--- src/hw/rtl/rda_pkg.sv ---
// shared types and constants for the reproducible double accumulator
package rda_pkg;

  localparam int unsigned QueueDepth = 2;

  localparam int unsigned BinBits = 52;
  localparam logic [10:0] ExpAllOnes = 11'h7FF;

  // special class codes, or-ed together as items arrive
  localparam logic [1:0] SpNone   = 2'd0;
  localparam logic [1:0] SpPosInf = 2'd1;
  localparam logic [1:0] SpNegInf = 2'd2;
  localparam logic [1:0] SpNan    = 2'd3;

  localparam logic [63:0] PosInfBits = 64'h7FF0_0000_0000_0000;
  localparam logic [63:0] NegInfBits = 64'hFFF0_0000_0000_0000;
  localparam logic [63:0] QNanBits   = 64'h7FF8_0000_0000_0000;

  // classified item between front and back
  typedef struct packed {
    logic [1:0]         special;
    logic [5:0]         bin;
    logic signed [53:0] part_hi;
    logic signed [53:0] part_lo;
    logic               first;
    logic               last;
  } item_t;

  // accumulator snapshot handed to the rounder
  typedef struct packed {
    logic [1:0]   special;
    logic [5:0]   bin;
    logic [127:0] upper;
    logic [127:0] lower;
  } job_t;

endpackage

--- src/hw/rtl/rda_front.sv ---
// front part: splits a double into its bin index and two signed bin parts
module rda_front import rda_pkg::*; (
  input  logic [63:0] value_bits_i,
  input  logic        first_i,
  input  logic        last_i,
  output item_t       item_o
);

  logic [10:0] ex;
  logic        neg;
  logic [51:0] frac;
  logic [52:0] mant;
  logic [21:0] prod;
  logic [5:0]  q0, q, ni, shamt, lsh;
  logic [11:0] rem, span;
  logic [52:0] nu_mag;
  logic [63:0] lo_wide;
  logic [53:0] hi_mag, lo_mag;

  always_comb begin
    ex   = value_bits_i[62:52];
    neg  = value_bits_i[63];
    frac = value_bits_i[51:0];
    mant = (ex != 11'd0) ? {1'b1, frac} : 53'd0;

    // ex / 52 by reciprocal, undershoots by at most one
    prod = 22'(ex) * 22'd1260;
    q0   = prod[21:16];
    rem  = {1'b0, ex} - 12'(q0) * 12'(BinBits);
    q    = (rem >= 12'(BinBits)) ? q0 + 6'd1 : q0;
    ni   = q + 6'd1;

    span    = 12'(ni) * 12'(BinBits) - {1'b0, ex};
    shamt   = span[5:0];
    nu_mag  = mant >> shamt;
    lsh     = 6'(BinBits) - shamt;
    lo_wide = {11'd0, mant} << lsh;
    hi_mag  = {1'b0, nu_mag};
    lo_mag  = {2'b00, lo_wide[51:0]};

    item_o.bin     = ni;
    item_o.part_hi = neg ? (54'd0 - hi_mag) : hi_mag;
    item_o.part_lo = neg ? (54'd0 - lo_mag) : lo_mag;
    item_o.first   = first_i;
    item_o.last    = last_i;
    if (ex == ExpAllOnes) begin
      if (frac != 52'd0) begin
        item_o.special = SpNan;
      end else begin
        item_o.special = neg ? SpNegInf : SpPosInf;
      end
    end else begin
      item_o.special = SpNone;
    end
  end

endmodule

--- src/hw/rtl/rda_queue.sv ---
// short queue of classified items between front and back
module rda_queue import rda_pkg::*; #(
  parameter int unsigned Depth = QueueDepth
) (
  input  logic  clk_i,
  input  logic  rst_ni,
  input  logic  push_i,
  input  item_t item_i,
  output logic  full_o,
  output logic  valid_o,
  output item_t item_o,
  input  logic  pop_i
);

  localparam int unsigned PtrW = $clog2(Depth);
  localparam int unsigned CntW = $clog2(Depth + 1);

  item_t           mem_q [Depth];
  logic [PtrW-1:0] wr_ptr_q, rd_ptr_q;
  logic [CntW-1:0] cnt_q;
  logic            do_push, do_pop;

  assign full_o  = (cnt_q == CntW'(Depth));
  assign valid_o = (cnt_q != '0);
  assign do_push = push_i & ~full_o;
  assign do_pop  = pop_i & valid_o;
  assign item_o  = mem_q[rd_ptr_q];

  always_ff @(posedge clk_i) begin
    if (do_push) begin
      mem_q[wr_ptr_q] <= item_i;
    end
  end

  always_ff @(posedge clk_i or negedge rst_ni) begin
    if (!rst_ni) begin
      wr_ptr_q <= '0;
      rd_ptr_q <= '0;
      cnt_q    <= '0;
    end else begin
      if (do_push) begin
        wr_ptr_q <= (wr_ptr_q == PtrW'(Depth - 1)) ? '0 : wr_ptr_q + 1'b1;
      end
      if (do_pop) begin
        rd_ptr_q <= (rd_ptr_q == PtrW'(Depth - 1)) ? '0 : rd_ptr_q + 1'b1;
      end
      if (do_push && !do_pop) begin
        cnt_q <= cnt_q + 1'b1;
      end else if (do_pop && !do_push) begin
        cnt_q <= cnt_q - 1'b1;
      end
    end
  end

endmodule

--- src/hw/rtl/rda_back.sv ---
// back part: two-bin accumulator, one item per cycle; a last item waits until the rounder is ready
module rda_back import rda_pkg::*; (
  input  logic  clk_i,
  input  logic  rst_ni,
  input  logic  valid_i,
  input  item_t item_i,
  output logic  pop_o,
  output logic  job_valid_o,
  output job_t  job_o,
  input  logic  job_ready_i
);

  logic [5:0]   bin_q, bin_d, bi, ni, m;
  logic [127:0] upper_q, upper_d, lower_q, lower_d, su, sl, nu, nl;
  logic [1:0]   special_q, special_d, sp;

  assign pop_o       = valid_i & (~item_i.last | job_ready_i);
  assign job_valid_o = pop_o & item_i.last;

  always_comb begin
    bi = item_i.first ? 6'd0   : bin_q;
    su = item_i.first ? '0     : upper_q;
    sl = item_i.first ? '0     : lower_q;
    sp = item_i.first ? SpNone : special_q;
    ni = item_i.bin;
    nu = {{74{item_i.part_hi[53]}}, item_i.part_hi};
    nl = {{74{item_i.part_lo[53]}}, item_i.part_lo};
    m  = (ni > bi) ? ni : bi;

    if (item_i.special != SpNone) begin
      special_d = sp | item_i.special;
      bin_d     = bi;
      upper_d   = su;
      lower_d   = sl;
    end else begin
      special_d = sp;
      bin_d     = m;
      upper_d   = ((ni == m) ? nu : '0) + ((bi == m) ? su : '0);
      // a bin one below the new top moves into the lower sum
      lower_d   = ((ni == m) ? nl : '0)
                + (({1'b0, ni} + 7'd1 == {1'b0, m}) ? nu : '0)
                + ((bi == m) ? sl : '0)
                + (({1'b0, bi} + 7'd1 == {1'b0, m}) ? su : '0);
    end

    job_o.special = special_d;
    job_o.bin     = bin_d;
    job_o.upper   = upper_d;
    job_o.lower   = lower_d;
  end

  always_ff @(posedge clk_i or negedge rst_ni) begin
    if (!rst_ni) begin
      bin_q     <= '0;
      upper_q   <= '0;
      lower_q   <= '0;
      special_q <= SpNone;
    end else if (pop_o) begin
      bin_q     <= bin_d;
      upper_q   <= upper_d;
      lower_q   <= lower_d;
      special_q <= special_d;
    end
  end

endmodule

--- src/hw/rtl/rda_round.sv ---
// rounder: combines the two bins, normalizes, rounds to double, holds the result
module rda_round import rda_pkg::*; (
  input  logic        clk_i,
  input  logic        rst_ni,
  input  logic        job_valid_i,
  input  job_t        job_i,
  output logic        job_ready_o,
  output logic        empty_o,
  output logic [63:0] sum_bits_o,
  input  logic        pop_i
);

  localparam logic [2:0] StIdle = 3'd0;
  localparam logic [2:0] StSum  = 3'd1;
  localparam logic [2:0] StNeg  = 3'd2;
  localparam logic [2:0] StNorm = 3'd3;
  localparam logic [2:0] StFin  = 3'd4;

  logic [2:0]   state_q, state_d;
  logic [1:0]   special_q;
  logic [5:0]   bin_q;
  logic [127:0] upper_q, lower_q;
  logic [191:0] w_q;
  logic         sign_q, zero_q;
  logic [7:0]   left_q, limit_q, limit_n;
  logic [11:0]  limit_w;
  logic         out_valid_q, slot_free;
  logic [63:0]  out_q, res;

  logic [52:0]  mant, m53;
  logic [53:0]  mr;
  logic         rb, st, inc;
  logic [12:0]  biased, biased_r;

  assign job_ready_o = (state_q == StIdle);
  assign empty_o     = ~out_valid_q;
  assign sum_bits_o  = out_q;
  assign slot_free   = ~out_valid_q | pop_i;

  // left shift stops where the exponent reaches the subnormal floor
  assign limit_w = 12'd86 + 12'(bin_q) * 12'(BinBits);
  assign limit_n = (limit_w > 12'd191) ? 8'd191 : limit_w[7:0];

  always_comb begin
    mant     = w_q[191:139];
    rb       = w_q[138];
    st       = |w_q[137:0];
    inc      = rb & (st | mant[0]);
    mr       = {1'b0, mant} + 54'(inc);
    biased   = 13'd87 + 13'(bin_q) * 13'(BinBits) - 13'(left_q);
    m53      = mr[53] ? mr[53:1] : mr[52:0];
    biased_r = mr[53] ? biased + 13'd1 : biased;
    if (special_q == SpPosInf) begin
      res = PosInfBits;
    end else if (special_q == SpNegInf) begin
      res = NegInfBits;
    end else if (special_q == SpNan) begin
      res = QNanBits;
    end else if (zero_q) begin
      res = '0;
    end else if (m53[52]) begin
      if (biased_r >= 13'd2047) begin
        res = {sign_q, ExpAllOnes, 52'd0};
      end else begin
        res = {sign_q, biased_r[10:0], m53[51:0]};
      end
    end else begin
      res = {sign_q, 11'd0, m53[51:0]};
    end
  end

  always_comb begin
    state_d = state_q;
    case (state_q)
      StIdle: if (job_valid_i) state_d = StSum;
      StSum:  state_d = (special_q != SpNone) ? StFin : StNeg;
      StNeg:  state_d = (w_q == '0) ? StFin : StNorm;
      StNorm: begin
        if (w_q[191] || left_q >= limit_q) begin
          state_d = StFin;
        end
      end
      StFin:  if (slot_free) state_d = StIdle;
      default: state_d = StIdle;
    endcase
  end

  always_ff @(posedge clk_i or negedge rst_ni) begin
    if (!rst_ni) begin
      state_q     <= StIdle;
      out_valid_q <= 1'b0;
    end else begin
      state_q <= state_d;
      if (state_q == StFin && slot_free) begin
        out_valid_q <= 1'b1;
      end else if (pop_i) begin
        out_valid_q <= 1'b0;
      end
    end
  end

  always_ff @(posedge clk_i) begin
    case (state_q)
      StIdle: begin
        if (job_valid_i) begin
          special_q <= job_i.special;
          bin_q     <= job_i.bin;
          upper_q   <= job_i.upper;
          lower_q   <= job_i.lower;
        end
      end
      StSum: begin
        w_q <= {{12{upper_q[127]}}, upper_q, 52'd0} + {{64{lower_q[127]}}, lower_q};
      end
      StNeg: begin
        sign_q  <= w_q[191];
        zero_q  <= (w_q == '0);
        w_q     <= w_q[191] ? (192'd0 - w_q) : w_q;
        left_q  <= '0;
        limit_q <= limit_n;
      end
      StNorm: begin
        if (!w_q[191] && left_q < limit_q) begin
          if (w_q[191:184] == 8'd0 && 9'(left_q) + 9'd8 <= 9'(limit_q)) begin
            w_q    <= w_q << 8;
            left_q <= left_q + 8'd8;
          end else begin
            w_q    <= w_q << 1;
            left_q <= left_q + 8'd1;
          end
        end
      end
      StFin: begin
        if (slot_free) begin
          out_q <= res;
        end
      end
      default: ;
    endcase
  end

endmodule

--- src/hw/rtl/reproducible_double_accumulator_core.sv ---
// top level of the reproducible double accumulator
//
// input channel: an item (value_bits_i, first_i, last_i) is taken at a clock
// edge with push high and full low. first_i clears the sum before the value
// is added; last_i makes the block emit the rounded sum after adding it.
// result channel: while empty is low, sum_bits_o holds the oldest result; it
// is taken at an edge with pop high. one result per item that had last_i set.
// the front classifies an item in the cycle it is taken and writes it to a
// short queue; the back adds one item per cycle into the two-bin sums, so
// plain items stream at one per cycle.
// a last item hands the sums to the rounder, which sums the two bins, takes
// the magnitude and normalizes (8 bits or 1 bit per step) before the
// result reaches the output register; the back waits on a further last item
// while the rounder is busy, and the queue fills and raises full.
// when the receiver stalls, the result stays in the output register and the
// rounder holds its next result until that register is free.
// reset clears the sums and the queue, and marks the output register empty.
module reproducible_double_accumulator_core import rda_pkg::*; #(
  parameter int unsigned Depth = QueueDepth
) (
  input  logic        clk_i,
  input  logic        rst_ni,
  input  logic        push,
  output logic        full,
  input  logic [63:0] value_bits_i,
  input  logic        first_i,
  input  logic        last_i,
  output logic        empty,
  input  logic        pop,
  output logic [63:0] sum_bits_o
);

  item_t front_item, head_item;
  logic  head_valid, back_pop, job_valid, job_ready;
  job_t  job;

  rda_front u_front (
    .value_bits_i (value_bits_i),
    .first_i      (first_i),
    .last_i       (last_i),
    .item_o       (front_item)
  );

  rda_queue #(
    .Depth (Depth)
  ) u_queue (
    .clk_i   (clk_i),
    .rst_ni  (rst_ni),
    .push_i  (push),
    .item_i  (front_item),
    .full_o  (full),
    .valid_o (head_valid),
    .item_o  (head_item),
    .pop_i   (back_pop)
  );

  rda_back u_back (
    .clk_i       (clk_i),
    .rst_ni      (rst_ni),
    .valid_i     (head_valid),
    .item_i      (head_item),
    .pop_o       (back_pop),
    .job_valid_o (job_valid),
    .job_o       (job),
    .job_ready_i (job_ready)
  );

  rda_round u_round (
    .clk_i       (clk_i),
    .rst_ni      (rst_ni),
    .job_valid_i (job_valid),
    .job_i       (job),
    .job_ready_o (job_ready),
    .empty_o     (empty),
    .sum_bits_o  (sum_bits_o),
    .pop_i       (pop)
  );

endmodule
--- config.mk ---
export PLATFORM = sky130hd
export DESIGN_NAME = reproducible_double_accumulator_core
export DESIGN_NICKNAME = d
export VERILOG_FILES = /design/src/hw/rtl/rda_pkg.sv /design/src/hw/rtl/rda_front.sv /design/src/hw/rtl/rda_queue.sv /design/src/hw/rtl/rda_back.sv /design/src/hw/rtl/rda_round.sv /design/src/hw/rtl/reproducible_double_accumulator_core.sv
export SDC_FILE = /design/constraint.sdc
export NUM_CORES = 2
export LEC_CHECK = 0
export BUFFER_PORTS_ARGS = -buffer_cell sky130_fd_sc_hd__buf_2
export CAP_MARGIN = 20
export CORE_MARGIN = 10
export CORE_UTILIZATION = 50
export CTS_CLUSTER_DIAMETER = 100
export DETAILED_ROUTE_END_ITERATION = 8
export PLACE_DENSITY = 0.66
export SYNTH_ARGS = -nofsm -noshare
export SYNTH_HDL_FRONTEND = slang
export SYNTH_SLANG_ARGS = --single-unit
--- constraint.sdc ---
create_clock -name clk_i -period 43.5 [get_ports clk_i]
set_input_delay 6.525 -clock clk_i [delete_from_list [all_inputs] [get_ports clk_i]]
set_output_delay 6.525 -clock clk_i [all_outputs]
set_load 0.01 [all_outputs]
; ---- Word level (Yosys, flattened, before mapping)
; Memories as Yosys holds them, arrays and structs flattened.
; Cells that the tools add are included.
[word_totals]
regBits = 810
ramBits = 236
inputBits = 70
out_inout_bits = 66
wordCells = 176
mem_count = 1
[op_classes]
add_sub_neg = 27
n_mul = 5
magnitude_cmp = 7
n_eq_ne = 18
n_shift = 2
n_mux = 50
n_bitwise = 12
reduce_logical = 31
[memory_table]
columns = memory, depth, width, rd, rd_ports_with_merged_regs, wr, line_no
row1 = u_queue.mem_q, 2, 118, 1, 0, 1, rda_queue.sv:18  ; item_t mem_q [Depth];
[ops]
columns = op, count
row1 = $mux 128, 10
row2 = $mux 192, 3
row3 = $pmux 192 s3, 1
row4 = $add 128x128->128, 4
row5 = $logic_not 192->1, 1
row6 = $mux 64, 3
row7 = $sub 1x192->192 const A, 1
row8 = $add 180x128->181, 1
row9 = $reduce_or 138->1, 1
row10 = $mux 63, 2
row11 = $mux 54, 2
row12 = $mux 53, 2
row13 = $add 53x1->54, 1
row14 = $sub 1x53->54 const A, 1
row15 = $shl 53x6->52, 1
row16 = $shr 53x6->53, 1
row17 = $sub 1x52->53 const A, 1
row18 = $reduce_bool 52->1, 1
row19 = $mul 6x4->10 const B, 3
row20 = $mux 6, 4
row21 = $mul 11x9->20 const B, 1
row22 = $mux 8, 2
row23 = $pmux 8 s2, 1
row24 = $mux 3, 5
row25 = 54 further kinds, 99

; ---- Logic depth before layout (Yosys ltp)
[depth]
ltp_word = 12
depth_mapped = 63

; ---- Modules after synthesis
; Synthesis repeated with hierarchy kept, for this count alone.
[hier_totals]
hier_cells = 11672
area_unflattened_um2 = 99502.9
[by_module_without_submodules]
columns = mod, n_inst, cells_each, area_each_um2
row1 = rda_back, 1, 5321, 39435.3
row2 = rda_round, 1, 3760, 37111.8
row3 = rda_front, 1, 2205, 14199.9
row4 = rda_queue, 1, 386, 8755.9

; ---- Worst setup path after synthesis
; OpenSTA, ideal clock, no wires.
[synth_timing]
path_kind = input to register
startpoint = in value_bits_i[59]
endpoint = mem u_queue.mem_q[0][46] (netlist bit), data pin
arrival_time_ns = 19.231
slack_ns = 23.997
cell_stages = 61
cell_sequence = inv_1 -> fa_1 -> inv_1 -> ha_1 -> fa_1 -> inv_1 -> fa_1 -> inv_1 -> ha_1 -> nand3_1 -> nor2_1 -> o31a_1 -> o31a_1 -> or2_1 -> buf_4 -> inv_2 -> buf_6 -> clkbuf_1 -> [25 not listed] -> ha_1 -> or4_1 -> and2_1 -> clkbuf_1 -> xnor2_2 -> buf_2 -> buf_2 -> nor2_1 -> nand2_1 -> nor2_1 -> nand3_1 -> ha_1 -> o31a_1 -> nand3_1 -> nor4_4 -> nand3_1 -> o31ai_1 -> xnor2_1
[synth_rtl]
columns = element, line_no
row1 = "start, declared", reproducible_double_accumulator_core.sv:25  ; input logic [63:0] value_bits_i,
row2 = "end, declared", rda_queue.sv:18

==> results.sh <==
export IMPL_clk_pin_slew_ps=60
export IMPL_regToRegSetupSlack_ps=30120
export IMPL_dr_pass1_iters=6
export IMPL_ant_nets=0
export IMPL_synthSimpleGateAreaFrac_pct=19.49
export IMPL_drc_errors=0
export IMPL_slowest_delay_ps=900
export IMPL_synth_common_cells="1577 x nand2_1, 981 x a21oi_1, 921 x nor2_1"
export IMPL_finalSetupViolCount=0
export IMPL_yosysUniqueCellTypes=116
export IMPL_ios=136
export IMPL_synth_compound_area_share_pct=19.52
export IMPL_hpwl_um=255200
export IMPL_cts_sinks=1043
export IMPL_num_rows=160
export IMPL_die_h_um=457.2
export IMPL_ys_ff_latch=1043
export IMPL_avgSynthCellArea_um2=8.538
export IMPL_finalCritPeriodShare_pct=48.84
export IMPL_synth_edff_count=771
export IMPL_finalSetupTns_ps=0
export IMPL_die_area_um2=209100
export IMPL_cts_setup_buffers=0
export IMPL_dp_cells=13240
export IMPL_root_buffer="clkbuf_16"
export IMPL_yosysTopAreaCell="edfxtp_1"
export IMPL_clock_skew_ps=42.76
export IMPL_min_period_ps=21250
export IMPL_cts_tree="yes"
export IMPL_core_area_um2=190200
export IMPL_ys_flop_type="edfxtp_1"
export IMPL_fmax_mhz=47.07
export IMPL_final_cell_count_no_fill=13460
export IMPL_async_reset_ff_share_pct=26.08
export IMPL_hold_buffers=0
export IMPL_routed_wl_um=331500
export IMPL_synth_top_family_by_area="compound AO/OA/AOI/OAI gates"
export IMPL_synthesis_area_um2=95590
export IMPL_initial_core_util_pct=50.26
export IMPL_crit_top_cell="ha_1"
export IMPL_yosysSeqAreaShare_pct=31.34
export IMPL_drv_cap=0
export IMPL_grt_use_total_pct=30.39
export IMPL_slowest_stage="nor4_2"
export IMPL_nNetsFinal=11740
export IMPL_crit_path_end_kind="register"
export IMPL_synthXorXnorAreaFrac_pct=6.891
export IMPL_synth_area_leaders="edfxtp_1 24%, dfrtp_1 7.1%, ha_1 6.9%"
export IMPL_critPathMaxFanout=74
export IMPL_syn_to_final_growth_pct=6.615
export IMPL_yosysWarnings=0
export IMPL_relSlewSlack_pct=22.17
export IMPL_place_congestion=0.9967
export IMPL_grt_overflow=0
export IMPL_grt_start_max_net_pins=194
export IMPL_die_w_um=457.2
export IMPL_final_hold_violation_count=0
export IMPL_num_vias=85350
export IMPL_nFillCells=17630
export IMPL_tightest_slew_ps=1155
export IMPL_io_buffers=135
export IMPL_cts_resized=0
export IMPL_synthAdderAreaFrac_pct=13.08
export IMPL_status="finished, final reports clean"
export IMPL_muxShareOfSynthArea_pct=5.149
export IMPL_grt_pass1_wl_um=502900
export IMPL_synthesis_nets=12090
export IMPL_synth_top_area_share_pct=24.22
export IMPL_cts_made_buffers=112
export IMPL_critPathLaunchType="input pin"
export IMPL_multiInputGateArea_um2=61630
export IMPL_wl_per_cell_um=24.64
export IMPL_arrival_ps=21760
export IMPL_drive_gt1_share_pct=7.380
export IMPL_hold_class="reg -> reg"
export IMPL_netlist_instances=11200
export IMPL_rsz0062_at_grt="no"
export IMPL_cts_htree_levels=3
export IMPL_drt_iter0_drc=9200
export IMPL_critPathKind="in -> reg"
export IMPL_grt_pass1_vias=80560
export IMPL_seq_area_um2=29960
export IMPL_clockBufferDepth=3
export IMPL_clkLatencyLatePin_ps=790
export IMPL_viasPerCell=6.342
export IMPL_crit_required_ps=44010
export IMPL_maxSlewViolCount=0
export IMPL_antenna_found_initial=12
export IMPL_synth_most_common_cell="nand2_1"
worst paths after layout:
check                           cells past startpoint              endpoint                from
worst max register to register                     42  u_round.lower_q[123]    u_queue.rd_ptr_q
worst max-delay path                               55  u_queue.mem_q[0][48]    value_bits_i[58]
worst min register to register                      2    u_back.upper_q[89]  u_back.upper_q[89]
max in group asynchronous                           4   u_back.upper_q[118]              rst_ni
min in group asynchronous                           1    u_round.state_q[0]              rst_ni
worst min-delay path                                2    u_back.upper_q[89]  u_back.upper_q[89]
state kept, by name, summed over array words and instances, names as in the netlist:
register             flops
u_round.state_q          3
u_round.upper_q        128
u_back.bin_q             6
u_back.lower_q         128
u_round.sum_bits_o      64
u_back.upper_q         128
u_queue.cnt_q            2
u_round.special_q        2
u_queue.wr_ptr_q         1
u_queue.rd_ptr_q         1
u_round.bin_q            6
u_back.special_q         2
u_round.w_q            192
u_queue.mem_q          234
u_round.out_valid_q      1
u_round.limit_q          7
u_round.left_q           8
u_round.lower_q        128
u_round.zero_q           1
u_round.sign_q           1
through the flow:
stage | instance area [um^2] | util, % | setup slack [ps] | hold slack, ps
2_1_floorplan | 95590 | - | 24000 | 445.6
3_3_place_gp | 97870 | 51.46 | 21880 | 458.4
3_5_place_dp | 97890 | 51.47 | 21600 | 462.1
4_1_cts | 101900 | 53.55 | 22400 | 481.9
5_1_grt | 101900 | 53.58 | 21040 | 485.9
6_report | 101900 | 53.59 | 22250 | 478.1
placed cells by master, fill, tap and decap left out, types with 44 or more instances in the layout:
cell	synthesis	routed
a221o_1	67	67
and2_1	178	176
inv_1	398	398
nor4_1	86	84
edfxtp_1	771	771
o21ai_0	744	737
o211ai_1	44	44
or3_1	57	57
a21oi_1	981	981
xnor2_1	425	422
nand2_1	1577	1573
nand4_1	153	153
o221ai_1	49	49
xor2_1	319	319
ha_1	526	524
dfrtp_1	272	271
nand3_1	424	423
a21o_1	339	339
mux2i_1	208	205
nor2_1	921	914
nor3_1	219	218
o21bai_1	101	101
clkbuf_16	0	113
o21a_1	53	53
a31oi_1	115	114
o31ai_1	78	78
a211oi_1	47	47
mux2_2	175	175
fa_1	296	296
buf_4	11	115
nand2b_1	146	145
nor2b_1	83	80
and3_1	69	67
buf_2	36	134
cells by family (layout without fill, tap and decap cells):
kind of cell	count (synthesis)	in the layout
AND/OR/NAND/NOR	4058	4058
AO/OA/AOI/OAI	2975	2975
buffers and inverters	1128	867
flip-flops	1043	1043
adder cells (fa/ha/maj)	822	822
XOR/XNOR	748	748
multiplexers	422	422
other	0	11
critical path: cells and delay by family:
family	cells	cell delay (ps)
compound gates	15	3100
simple gates	14	4320
fa+ha+maj	12	4680
xor+xnor	3	480
buf+inv	11	2550
metal layers:
layer / global-route usage, % / wire [um]
met4: 11.64 / 14080
met2: 47.45 / 147700
met1: 41.78 / 141100
met5: 0 / 44
met3: 5.637 / 28590
layout make-up:
type | instances | share of cell area [%]
Sequential cell | 1043 | 29.40
Clock inverter | 77 | 1.023
Inverter | 401 | 1.479
Tap cell | 2511 | 3.083
Timing Repair Buffer | 260 | 1.651
Clock buffer | 129 | 2.863
Antenna cell | 11 | 0.02701
Multi-Input combinational cell | 9025 | 60.47
Power is left out: the tool's default activity adds up to more than one toggle a clock period on the data nets, which glitch-free logic cannot reach.
